[config.mk]
export PLATFORM = sky130hd
export DESIGN_NAME = totp_hmac_sha1_checker_core
export DESIGN_NICKNAME = d
export VERILOG_FILES = /design/src/sv/totp_pkg.sv /design/src/sv/totp_ctrl.sv /design/src/sv/totp_dp.sv /design/src/sv/totp_hmac_sha1_checker_core.sv
export SDC_FILE = /design/constraint.sdc
export NUM_CORES = 2
export LEC_CHECK = 0
export BUFFER_PORTS_ARGS = -buffer_cell sky130_fd_sc_hd__buf_2
export CAP_MARGIN = 20
export CORE_ASPECT_RATIO = 1.5
export CORE_MARGIN = 5
export CORE_UTILIZATION = 40
export DETAILED_ROUTE_END_ITERATION = 8
export GPL_TIMING_DRIVEN = 0
export PLACE_DENSITY = 0.65
export SYNTH_ARGS = -nofsm -noshare
export SYNTH_HDL_FRONTEND = slang
export SYNTH_SLANG_ARGS = --single-unit
[constraint.sdc]
create_clock -name i_clk -period 80.6 [get_ports i_clk]
set_input_delay 16.12 -clock i_clk [delete_from_list [all_inputs] [get_ports i_clk]]
set_output_delay 16.12 -clock i_clk [all_outputs]
set_load 0.01 [all_outputs]
[src/sv/totp_pkg.sv]
package totp_pkg;

    // Cycle counts of the division, compression and modulo phases.
    localparam int DIV_STEPS = 8;
    localparam int MOD_STEPS = 2;
    localparam int ROUNDS    = 80;

    // Configuration register indexes.
    localparam logic [1:0] REG_KEY_HIGH = 2'd0;
    localparam logic [1:0] REG_KEY_LOW  = 2'd1;

    // Block codes of the four SHA-1 compressions.
    localparam logic [1:0] BLK_IPAD  = 2'd0;
    localparam logic [1:0] BLK_CTR   = 2'd1;
    localparam logic [1:0] BLK_OPAD  = 2'd2;
    localparam logic [1:0] BLK_INNER = 2'd3;

    // SHA-1 initial hash value.
    localparam logic [31:0] IV0 = 32'h67452301;
    localparam logic [31:0] IV1 = 32'hEFCDAB89;
    localparam logic [31:0] IV2 = 32'h98BADCFE;
    localparam logic [31:0] IV3 = 32'h10325476;
    localparam logic [31:0] IV4 = 32'hC3D2E1F0;

    // Pad words and message length words of the second blocks.
    localparam logic [31:0] IPAD_WORD = 32'h36363636;
    localparam logic [31:0] OPAD_WORD = 32'h5C5C5C5C;
    localparam logic [31:0] END_WORD  = 32'h80000000;
    localparam logic [31:0] LEN_CTR   = 32'd576;
    localparam logic [31:0] LEN_INNER = 32'd672;

    // Commands from the controller to the datapath.
    typedef struct packed {
        logic       load_item;
        logic       div_step;
        logic       load_blk;
        logic [1:0] blk;
        logic       round;
        logic [6:0] rnd;
        logic       finish;
        logic       trunc;
        logic       mod_step;
    } t_cmd;

    function automatic logic [31:0] rotl(input logic [31:0] v, input int n);
        rotl = (v << n) | (v >> (32 - n));
    endfunction

    function automatic longint pow10(input int n);
        longint p;
        p = 1;
        for (int i = 0; i < n; i++) begin
            p = p * 10;
        end
        pow10 = p;
    endfunction

endpackage

[src/sv/totp_ctrl.sv]
module totp_ctrl (
    input  logic            i_clk,
    input  logic            i_rst_n,
    input  logic            start,
    output logic            busy,
    output logic            o_valid,
    output totp_pkg::t_cmd  o_cmd
);
    import totp_pkg::*;

    localparam logic [2:0] S_IDLE  = 3'd0;
    localparam logic [2:0] S_DIV   = 3'd1;
    localparam logic [2:0] S_LOAD  = 3'd2;
    localparam logic [2:0] S_ROUND = 3'd3;
    localparam logic [2:0] S_FIN   = 3'd4;
    localparam logic [2:0] S_TRUNC = 3'd5;
    localparam logic [2:0] S_MOD   = 3'd6;
    localparam logic [2:0] S_DONE  = 3'd7;

    logic [2:0] r_state, n_state;
    logic [6:0] r_cnt, n_cnt;
    logic [1:0] r_blk, n_blk;

    // Sequencing of division, four compressions, truncation and modulo.
    always_comb begin
        n_state = r_state;
        n_cnt   = r_cnt;
        n_blk   = r_blk;
        o_cmd   = '0;
        o_cmd.blk = r_blk;
        o_cmd.rnd = r_cnt;
        case (r_state)
            S_IDLE: begin
                if (start) begin
                    o_cmd.load_item = 1'b1;
                    n_cnt   = '0;
                    n_state = S_DIV;
                end
            end
            S_DIV: begin
                o_cmd.div_step = 1'b1;
                if (r_cnt == 7'(DIV_STEPS - 1)) begin
                    n_cnt   = '0;
                    n_blk   = BLK_IPAD;
                    n_state = S_LOAD;
                end else begin
                    n_cnt = r_cnt + 7'd1;
                end
            end
            S_LOAD: begin
                o_cmd.load_blk = 1'b1;
                n_cnt   = '0;
                n_state = S_ROUND;
            end
            S_ROUND: begin
                o_cmd.round = 1'b1;
                if (r_cnt == 7'(ROUNDS - 1)) begin
                    n_state = S_FIN;
                end else begin
                    n_cnt = r_cnt + 7'd1;
                end
            end
            S_FIN: begin
                o_cmd.finish = 1'b1;
                if (r_blk == BLK_INNER) begin
                    n_state = S_TRUNC;
                end else begin
                    n_blk   = r_blk + 2'd1;
                    n_state = S_LOAD;
                end
            end
            S_TRUNC: begin
                o_cmd.trunc = 1'b1;
                n_cnt   = '0;
                n_state = S_MOD;
            end
            S_MOD: begin
                o_cmd.mod_step = 1'b1;
                if (r_cnt == 7'(MOD_STEPS - 1)) begin
                    n_state = S_DONE;
                end else begin
                    n_cnt = r_cnt + 7'd1;
                end
            end
            S_DONE: begin
                n_state = S_IDLE;
            end
            default: begin
                n_state = S_IDLE;
            end
        endcase
    end

    assign busy    = (r_state != S_IDLE);
    assign o_valid = (r_state == S_DONE);

    // State registers.
    always_ff @(posedge i_clk) begin
        if (!i_rst_n) begin
            r_state <= S_IDLE;
            r_cnt   <= '0;
            r_blk   <= '0;
        end else begin
            r_state <= n_state;
            r_cnt   <= n_cnt;
            r_blk   <= n_blk;
        end
    end

    // An accepted item makes the block busy in the next cycle.
    a_accept_busy: assert property (@(posedge i_clk) disable iff (!i_rst_n)
        (start && !busy) |=> busy) else $error("accepted item did not start work");

    // The result strobe lasts exactly one cycle.
    a_strobe_once: assert property (@(posedge i_clk) disable iff (!i_rst_n)
        o_valid |=> !o_valid) else $error("result strobe held too long");

    // The round counter stays within the compression.
    a_round_range: assert property (@(posedge i_clk) disable iff (!i_rst_n)
        (r_state == S_ROUND) |-> (r_cnt < 7'(ROUNDS))) else $error("round out of range");

endmodule

[src/sv/totp_dp.sv]
module totp_dp #(
    parameter int TIME_STEP   = 30,
    parameter int CODE_DIGITS = 6
) (
    input  logic            i_clk,
    input  totp_pkg::t_cmd  i_cmd,
    input  logic [15:0]     i_key_high,
    input  logic [63:0]     i_key_low,
    input  logic [62:0]     i_unix_time,
    input  logic [19:0]     i_candidate_code,
    output logic            o_code_matches,
    output logic [19:0]     o_computed_code
);
    import totp_pkg::*;

    localparam longint MODULUS = pow10(CODE_DIGITS);

    // The time is divided one 16-bit digit at a time. Each partial dividend is
    // the running remainder (below TIME_STEP, so at most 12 bits) over a digit,
    // and its quotient comes from an exact multiply by a rounded-up reciprocal.
    localparam int          RW        = 12;
    localparam int          DIV_SHIFT = 28 + $clog2(TIME_STEP);
    localparam logic [28:0] DIV_MUL   = 29'(((longint'(1) << DIV_SHIFT)
                                         + longint'(TIME_STEP) - 1) / longint'(TIME_STEP));
    localparam logic [27:0] DIV_D     = 28'(TIME_STEP);

    // The 31-bit truncated value is reduced the same way, quotient first, then remainder.
    localparam int          MOD_SHIFT = 31 + $clog2(MODULUS);
    localparam logic [31:0] MOD_MUL   = 32'(((longint'(1) << MOD_SHIFT) + MODULUS - 1)
                                            / MODULUS);
    localparam logic [30:0] MOD_D     = 31'(MODULUS);

    // Time division and modulo units.
    logic [63:0]   r_time;
    logic [63:0]   r_q;
    logic [RW-1:0] r_drem;
    logic [27:0]   r_dcur;
    logic [15:0]   r_dq;
    logic [19:0]   r_cand;
    logic [30:0]   r_bin;
    logic [30:0]   r_mq;
    logic [30:0]   r_code;

    // SHA-1 state.
    logic [31:0] r_h [5];
    logic [31:0] r_inner [5];
    logic [31:0] r_a, r_b, r_c, r_d, r_e;
    logic [31:0] r_w [16];

    logic [27:0]    n_dcur;
    logic [56:0]    n_dprod;
    logic [27:0]    n_drem;
    logic [62:0]    n_mprod;
    logic [31:0]    n_f, n_k, n_t, n_wnew;
    logic [31:0]    n_sum [5];
    logic [31:0]    n_blkw [16];
    logic [63:0]    n_count;
    logic [159:0]   n_digest, n_shifted;
    logic [3:0]     n_off;

    // Reciprocal products and the digit remainder.
    always_comb begin
        n_dcur  = {r_drem, r_time[63:48]};
        n_dprod = {29'd0, n_dcur} * {28'd0, DIV_MUL};
        n_drem  = r_dcur - ({12'd0, r_dq} * DIV_D);
        n_mprod = {32'd0, r_bin} * {31'd0, MOD_MUL};
    end

    // Round function, constants and message schedule.
    always_comb begin
        if (i_cmd.rnd < 7'd20) begin
            n_f = (r_b & r_c) | (~r_b & r_d);
            n_k = 32'h5A827999;
        end else if (i_cmd.rnd < 7'd40) begin
            n_f = r_b ^ r_c ^ r_d;
            n_k = 32'h6ED9EBA1;
        end else if (i_cmd.rnd < 7'd60) begin
            n_f = (r_b & r_c) | (r_b & r_d) | (r_c & r_d);
            n_k = 32'h8F1BBCDC;
        end else begin
            n_f = r_b ^ r_c ^ r_d;
            n_k = 32'hCA62C1D6;
        end
        n_t    = rotl(r_a, 5) + n_f + r_e + n_k + r_w[0];
        n_wnew = rotl(r_w[13] ^ r_w[8] ^ r_w[2] ^ r_w[0], 1);
        n_sum[0] = r_h[0] + r_a;
        n_sum[1] = r_h[1] + r_b;
        n_sum[2] = r_h[2] + r_c;
        n_sum[3] = r_h[3] + r_d;
        n_sum[4] = r_h[4] + r_e;
    end

    // Words of the block to be compressed next.
    always_comb begin
        n_count = r_q;
        for (int i = 0; i < 16; i++) begin
            n_blkw[i] = '0;
        end
        case (i_cmd.blk)
            BLK_IPAD, BLK_OPAD: begin
                n_blkw[0] = {i_key_high, i_key_low[63:48]};
                n_blkw[1] = i_key_low[47:16];
                n_blkw[2] = {i_key_low[15:0], 16'h0000};
                for (int i = 0; i < 16; i++) begin
                    n_blkw[i] = n_blkw[i] ^
                        ((i_cmd.blk == BLK_IPAD) ? IPAD_WORD : OPAD_WORD);
                end
            end
            BLK_CTR: begin
                n_blkw[0]  = n_count[63:32];
                n_blkw[1]  = n_count[31:0];
                n_blkw[2]  = END_WORD;
                n_blkw[15] = LEN_CTR;
            end
            default: begin
                for (int i = 0; i < 5; i++) begin
                    n_blkw[i] = r_inner[i];
                end
                n_blkw[5]  = END_WORD;
                n_blkw[15] = LEN_INNER;
            end
        endcase
    end

    // Dynamic truncation of the outer digest.
    always_comb begin
        n_digest  = {r_h[0], r_h[1], r_h[2], r_h[3], r_h[4]};
        n_off     = n_digest[3:0];
        n_shifted = n_digest << {n_off, 3'b000};
    end

    // Datapath registers.
    always_ff @(posedge i_clk) begin
        if (i_cmd.load_item) begin
            r_time <= {1'b0, i_unix_time};
            r_drem <= '0;
            r_cand <= i_candidate_code;
            r_h[0] <= IV0;
            r_h[1] <= IV1;
            r_h[2] <= IV2;
            r_h[3] <= IV3;
            r_h[4] <= IV4;
        end
        // Even steps estimate a quotient digit, odd steps settle the remainder.
        if (i_cmd.div_step) begin
            if (!i_cmd.rnd[0]) begin
                r_dcur <= n_dcur;
                r_dq   <= 16'(n_dprod >> DIV_SHIFT);
            end else begin
                r_drem <= n_drem[RW-1:0];
                r_q    <= {r_q[47:0], r_dq};
                r_time <= {r_time[47:0], 16'h0000};
            end
        end
        if (i_cmd.load_blk) begin
            r_a <= r_h[0];
            r_b <= r_h[1];
            r_c <= r_h[2];
            r_d <= r_h[3];
            r_e <= r_h[4];
            for (int i = 0; i < 16; i++) begin
                r_w[i] <= n_blkw[i];
            end
        end
        if (i_cmd.round) begin
            r_e <= r_d;
            r_d <= r_c;
            r_c <= rotl(r_b, 30);
            r_b <= r_a;
            r_a <= n_t;
            for (int i = 0; i < 15; i++) begin
                r_w[i] <= r_w[i+1];
            end
            r_w[15] <= n_wnew;
        end
        if (i_cmd.finish) begin
            // The inner digest is set aside and the outer hash restarts.
            if (i_cmd.blk == BLK_CTR) begin
                for (int i = 0; i < 5; i++) begin
                    r_inner[i] <= n_sum[i];
                end
                r_h[0] <= IV0;
                r_h[1] <= IV1;
                r_h[2] <= IV2;
                r_h[3] <= IV3;
                r_h[4] <= IV4;
            end else begin
                for (int i = 0; i < 5; i++) begin
                    r_h[i] <= n_sum[i];
                end
            end
        end
        if (i_cmd.trunc) begin
            r_bin <= n_shifted[158:128];
        end
        // The first modulo step forms the quotient, the second the remainder.
        if (i_cmd.mod_step) begin
            if (!i_cmd.rnd[0]) begin
                r_mq <= 31'(n_mprod >> MOD_SHIFT);
            end else begin
                r_code <= r_bin - r_mq * MOD_D;
            end
        end
    end

    // Result fields; the comparison uses the full code.
    assign o_computed_code = r_code[19:0];
    assign o_code_matches  = (r_code == {11'd0, r_cand});

endmodule

[src/sv/totp_hmac_sha1_checker_core.sv]
// Channel   Handshake            Payload
// input     start, busy          i_unix_time, i_candidate_code
// result    o_valid (strobe)     o_code_matches, o_computed_code
// config    i_cfg_we             i_cfg_idx, i_cfg_data
//
// An item passes time division (four 16-bit digits, each estimated then
// settled), four SHA-1 compressions on one round unit (each a block load, the
// rounds and a finishing add), truncation, the modulo steps (quotient, then
// remainder) and the strobe. busy stays high through the strobe, so a new item
// is taken only after it. Reset is synchronous and active low; it clears the
// controller and the key. The receiver cannot stall the result.
module totp_hmac_sha1_checker_core #(
    parameter int TIME_STEP   = 30,
    parameter int CODE_DIGITS = 6
) (
    input  logic        i_clk,
    input  logic        i_rst_n,
    input  logic        start,
    output logic        busy,
    input  logic [62:0] i_unix_time,
    input  logic [19:0] i_candidate_code,
    output logic        o_valid,
    output logic        o_code_matches,
    output logic [19:0] o_computed_code,
    input  logic        i_cfg_we,
    input  logic [1:0]  i_cfg_idx,
    input  logic [63:0] i_cfg_data
);
    import totp_pkg::*;

    logic [15:0] r_key_high;
    logic [63:0] r_key_low;
    t_cmd        cmd;

    // Key registers; writes beyond the list are dropped.
    always_ff @(posedge i_clk) begin
        if (!i_rst_n) begin
            r_key_high <= '0;
            r_key_low  <= '0;
        end else if (i_cfg_we) begin
            if (i_cfg_idx == REG_KEY_HIGH) begin
                r_key_high <= i_cfg_data[15:0];
            end else if (i_cfg_idx == REG_KEY_LOW) begin
                r_key_low <= i_cfg_data;
            end
        end
    end

    totp_ctrl u_ctrl (
        .i_clk   (i_clk),
        .i_rst_n (i_rst_n),
        .start   (start),
        .busy    (busy),
        .o_valid (o_valid),
        .o_cmd   (cmd)
    );

    totp_dp #(
        .TIME_STEP   (TIME_STEP),
        .CODE_DIGITS (CODE_DIGITS)
    ) u_dp (
        .i_clk            (i_clk),
        .i_cmd            (cmd),
        .i_key_high       (r_key_high),
        .i_key_low        (r_key_low),
        .i_unix_time      (i_unix_time),
        .i_candidate_code (i_candidate_code),
        .o_code_matches   (o_code_matches),
        .o_computed_code  (o_computed_code)
    );

endmodule
# Word level (Yosys, flattened, before mapping)

Memories as Yosys holds them, arrays and structs flattened.
Cells that the tools add are included.

RAM bits: 832
Flip-flop bits (word level): 514
Memories: 3
Output and inout port bits: 23
Word-level logic and storage cells: 217
Bits of input ports: 153

Multipliers: 4
Shift operators: 1
Mux-type cells: 87
Bitwise gates (word level): 47
Eq/ne operators: 22
$add $sub $neg: 13
Reductions and logical operators: 18
Magnitude comparators: 3

Memories:

| name         | words | bits a word | rd ports | clocked after Yosys merged registers in | write ports | line          | text |
|---|---|---|---|---|---|---|---|
| u_dp.r_w     | 16    | 32          | 16       | 0                                       | 16          | totp_dp.sv:48 | `logic [31:0] r_w [16];` |
| u_dp.r_h     | 5     | 32          | 5        | 0                                       | 5           | totp_dp.sv:45 | `logic [31:0] r_h [5];` |
| u_dp.r_inner | 5     | 32          | 5        | 0                                       | 5           | totp_dp.sv:46 | `logic [31:0] r_inner [5];` |

Operators with widths:

| kind                                                 | count |
|---|---|
| 2-to-1 mux 32 bit                                    | 41 |
| one-hot mux 96 bit (2 select lines)                  | 2 |
| adder 32 bit                                         | 9 |
| 2-to-1 mux 288 bit                                   | 1 |
| 2-to-1 mux 64 bit                                    | 3 |
| << shifter 160 x 7 -> 159 bit                        | 1 |
| bitwise XOR 32 bit                                   | 5 |
| AND 32 bit                                           | 4 |
| OR 32 bit                                            | 3 |
| bitwise XOR 32 x 31 -> 32 bit                        | 3 |
| one-hot mux 32 bit (2 select lines)                  | 1 |
| multiplier 31 x 31 -> 62 bit (second input constant) | 1 |
| 2-to-1 mux 31 bit                                    | 2 |
| multiplier 28 x 28 -> 48 bit (second input constant) | 1 |
| 2-to-1 mux 12 bit                                    | 3 |
| one-hot mux 7 bit (5 select lines)                   | 1 |
| inverter 32 bit                                      | 1 |
| OR 32 x 1 -> 32 bit                                  | 1 |
| OR 32 x 30 -> 32 bit                                 | 1 |
| OR 32 x 5 -> 32 bit                                  | 1 |
| equality test 31 x 20 -> 1 bit                       | 1 |
| subtractor 31 bit                                    | 1 |
| 2-to-1 mux 7 bit                                     | 4 |
| OR 1 bit                                             | 26 |
| 32 further kinds                                     | 78 |

# Depth between registers and ports, before layout

Depth in word-level cells: 11
Gate-level depth with buffers: 27
Mapped depth without buffers: 25

# Cells and area by module

Synthesis repeated with hierarchy kept, for this count alone.

Cell total of the unflattened synthesis: 8267
Area total of the unflattened synthesis: 95093.7 µm²

By module, submodules not included:

| module                      | area each (µm²) | cells each | instances | sequential area each (µm²) |
|---|---|---|---|---|
| totp_dp                     | 91018.5         | 7830       | 1         | 36895.4 |
| totp_hmac_sha1_checker_core | 3189.3          | 331        | 1         | 1601.5 |
| totp_ctrl                   | 885.8           | 106        | 1         | 240.2 |

# Least setup slack after synthesis

OpenSTA, ideal clock, no wires.

Path type: reg2reg
From: reg u_ctrl.r_state[2]
To: mem u_dp.r_w[11][4] (netlist: u_dp.r_w[1][100]) (data pin)
Library setup time: 266 ps
Data required time: 80334 ps
Data arrival time: 34578 ps
Buffers on the path: 2
Path slack: 45756 ps
Clock period less this slack: 34844 ps
Cell stages (with the launch flop): 7
Path through: dfxtp_1 -> nor2b_1 -> nand2b_1 -> nor2_1 -> clkbuf_1 -> buf_1 -> nor2_1

RTL lines:

| what                     | line             | text |
|---|---|---|
| start: declaration       | totp_ctrl.sv:20  | `logic [2:0] r_state, n_state;` |
| start signal: assignment | totp_ctrl.sv:104 | `r_state <= n_state;` |
| end: declaration         | totp_dp.sv:48    |  |

# Worst setup path in the final report

From: reg u_dp.r_code[13]
To: out o_code_matches

Longest elaborated chain between the ends: 1

RTL lines:

| what                           | line                              | text |
|---|---|---|
| start: declaration             | totp_dp.sv:42                     | `logic [30:0] r_code;` |
| start signal: assignment       | totp_dp.sv:201                    | `r_code <= r_bin - r_mq * MOD_D;` |
| equality test 31 x 20 -> 1 bit | totp_dp.sv:208                    | `assign o_code_matches = (r_code == {11'd0, r_cand});` |
| end: declaration               | totp_hmac_sha1_checker_core.sv:23 | `output logic o_code_matches,` |

No other way between the ends.

==> results.yml <==
critical_path:
  crit_type: "register to output port"
  cp-start-kind: "register"
  worst-endpoint-required_ns: 64.48
  regToRegSetupSlack_ns: 71.42
  r2r_end: "u_dp.r_mq[10]"
  cp-end-kind: "output port"
  cpPeakStageDelay_ns: 0.52
  crit_path_top_delay_cell: "xnor2_1"
  crit_buf_inv: 1
  cp_data_arrival_time_ns: 2.77
  r2r_start: "u_dp.r_bin[7]"
  rr_worst_depth: 23
  cp_top_family: "simple AND/OR/NAND/NOR gates"
  crit_chain: "xnor2_1 -> nand4_1 -> nor4_1 -> buf_2"
  crit_fanout: 2
clock_network:
  cts_hold_buf: 0
  htreeDepth: 4
  clk_path_buf_depth: 4
  cts_sinks: 1346
  cts_made_buffers: 148
  insertion_delay_ns: 0.84
  cts_setup_buffers: 0
  cts-root-buf: "clkbuf_16"
  cts_tree: "built"
  postCtsResizedCells: 0
  cts.clk_slew.worst_paths_ns: 0.06
power:
  p_leak_nw: 43.4
  ir_worst_vdd_mv: 0.0714
  power.density_nw_per_um2: 41.3
  power.total_mw: 4.37
drt:
  drt-total-wl_um: 367000
  via_per_inst: 5.69
  route.detailed.drc: 0
  ant_nets: 0
  vias: 69200
  wl_per_cell_um: 30.1
  firstDrtPassIters: 6
  drt_iter0_markers: 6181
logic_synthesis:
  ys_seq_area_share_pct: 40.8
  synth.area.top_cells: "edfxtp_1, fa_1, ha_1"
  synth_largest_type_area_fraction_pct: 37.2
  synth_edf_count: 1178
  synth_nets: 10200
  synth.cell_area_um2: 95000
  synth.avg_cell_area_um2: 11.1
  synth.largest_area_cell: "edfxtp_1"
  synth_cells: 8547
  ys_warn_count: 0
  yosys.cell_types.count: 81
  synth-async-reset-ratio_pct: 0
  ys_ff_latch: 1346
  synth_flop_cell: "edfxtp_1"
global_route:
  grt-ovfl-total: 0
  grt_pass1_wl_um: 513000
  grt_use_total_pct: 29.2
  grt_antenna_before_repair: 17
  grt_max_degree: 65
  grt_pass1_vias: 71200
worst_hold_path:
  hold_path_class: "register to register"
  whs_path_depth: 0
  worstHoldStart: "u_dp.r_dq[12]"
  min_to: "u_dp.n_count[12]"
sta:
  max_freq_mhz: 52.9
  hold_viol: 0
  grt_setup_unrepaired: "false"
  setup_violations: 0
  slew_viol_final: 0
  fin_tns_setup_ns: 0
  fin_crit_ns: 18.89
  maxSlewHeadroom_pct: 16.8
  fin_skew_ns: 0.0886
  final.period_utilization_pct: 23.4
  worst_slew_pin_slew_ns: 1.24
floorplanning:
  core_um2: 237000
  num_io_pins: 176
  die_y_um: 607
  die_w_um: 408
  die_area_um2: 248000
  row_count: 219
  start_util_pct: 40.1
job:
  maxCapViolCount: 0
cells_and_area:
  nNetsFinal: 10600
  most-common-layout-cells: "edfxtp_1, nand2_1, inv_1, ha_1, fa_1"
  drive_gt1_share_pct: 7.42
  syn2layout_area_growth_pct: 11.3
  final_common_cell: "edfxtp_1"
  fillers: 22000
placement:
  gp_congestion: 1.04
  dp_hpwl_um: 304000
  portBuffers: 174
outcome:
  status: "finished clean"
## stage by stage
stage	utilization (%)	std cells	setup WS, ns	hold WS (ns)	instance area (µm²)
after floorplan	-	8547	45.76	0.400	95000
after global placement	42.1	11800	24.69	0.412	99800
after detailed placement	42.6	11900	61.75	0.413	101000
after CTS	44.6	12100	61.41	0.423	106000
after global routing	44.6	12200	61.44	0.441	106000
final	44.6	12200	61.71	0.426	106000
## logic make-up (layout without fill, tap and decap cells)
family | count (synthesis) | in the layout | share of synthesized area, %
AND/OR/NAND/NOR | 2029 | 2029 | 9.59
XOR/XNOR | 402 | 402 | 3.71
other | 0 | 49 | 0
flip-flops | 1346 | 1346 | 40.8
buffers and inverters | 1376 | 1855 | 5.52
adder cells (fa/ha/maj) | 1511 | 1511 | 25.0
multiplexers | 198 | 198 | 3.94
AO/OA/AOI/OAI | 1685 | 1685 | 11.5
## Yosys cell counts, types with 51 or more instances
cell and instances:
and2_1 134, a21oi_1 386, xnor2_1 240, nor2_1 377, xor2_1 162, nor2b_1 52
mux2i_1 51, mux4_2 140, a21boi_0 89, ha_1 863, nand3_1 82, clkbuf_1 301
a21o_1 321, and3_1 67, nand2_1 1032, edfxtp_1 1178, o211ai_1 55, a31oi_1 60
o21a_1 80, o21ai_0 355, dfxtp_1 168, fa_1 648, inv_1 1013, nand2b_1 104
## flip-flops by register name, indices dropped and copies added (netlist names), 64 cells and up
signal,flops
r_key_low,64
u_dp.r_h,160
u_dp.r_inner,160
u_dp.r_w,512
u_dp.n_count,64
u_dp.r_time,64
## worst max path at each step
stage	to	start	slack (ns)	depth (start not counted)
6_report	o_code_matches	u_dp.r_code[13]	61.71	4
5_1_grt	o_code_matches	u_dp.r_code[13]	61.44	4
4_1_cts	o_code_matches	u_dp.r_code[13]	61.41	4
3_5_place_dp	u_dp.r_h[0][139]	start	61.75	7
3_3_place_gp	u_dp.r_w[1][82]	u_ctrl.r_state[2]	24.69	6
2_1_floorplan	u_dp.r_w[1][100]	u_ctrl.r_state[2]	45.76	6
## layer usage
metal	wire length, µm	vias to the layer above	GRT usage [%]
li1	-	30500	-
met1	121000	34800	30.0
met2	177000	2918	49.8
met3	21900	1068	4.39
met4	47100	4	29.7
met5	34	-	0
## worst reg2reg max path: stages, from the launching register on
cell and delay (ns):
edfxtp_1 0.93, inv_1 0.58, fa_1 0.63, inv_1 0.05, fa_1 0.48, fa_1 0.52, ha_1 0.21, fa_1 0.46
fa_1 0.51, fa_1 0.49, inv_1 0.05, fa_1 0.51, inv_1 0.04, ha_1 0.34, nand2_1 0.10, nor2_1 0.04
a211oi_1 0.67, nand3_1 0.47, a41oi_1 0.59, a21oi_1 0.26, a221oi_2 0.41, a21oi_1 0.21, or4_1 0.43, nand4_1 0.11
## cell type report
cell class	count	area, µm²	share of cell area [%]
clock inverters	72	747	0.706
diodes	49	123	0.116
multi-input cells	5825	51100	48.3
plain buffers	361	1440	1.36
inverters	1015	3810	3.60
well taps	3094	3870	3.66
flip-flops and latches	1346	38700	36.6
repair buffers	223	1870	1.77
clock buffers	184	4050	3.82
## where the power goes
part	total [mW]	leakage [nW]	switching (mW)	internal (mW)
Sequential	1.18	11.5	0.193	0.989
Combinational	2.49	29.5	1.51	0.985
Clock	0.700	2.34	0.301	0.399
No activity file was read; power rests on OpenSTA's default activity.
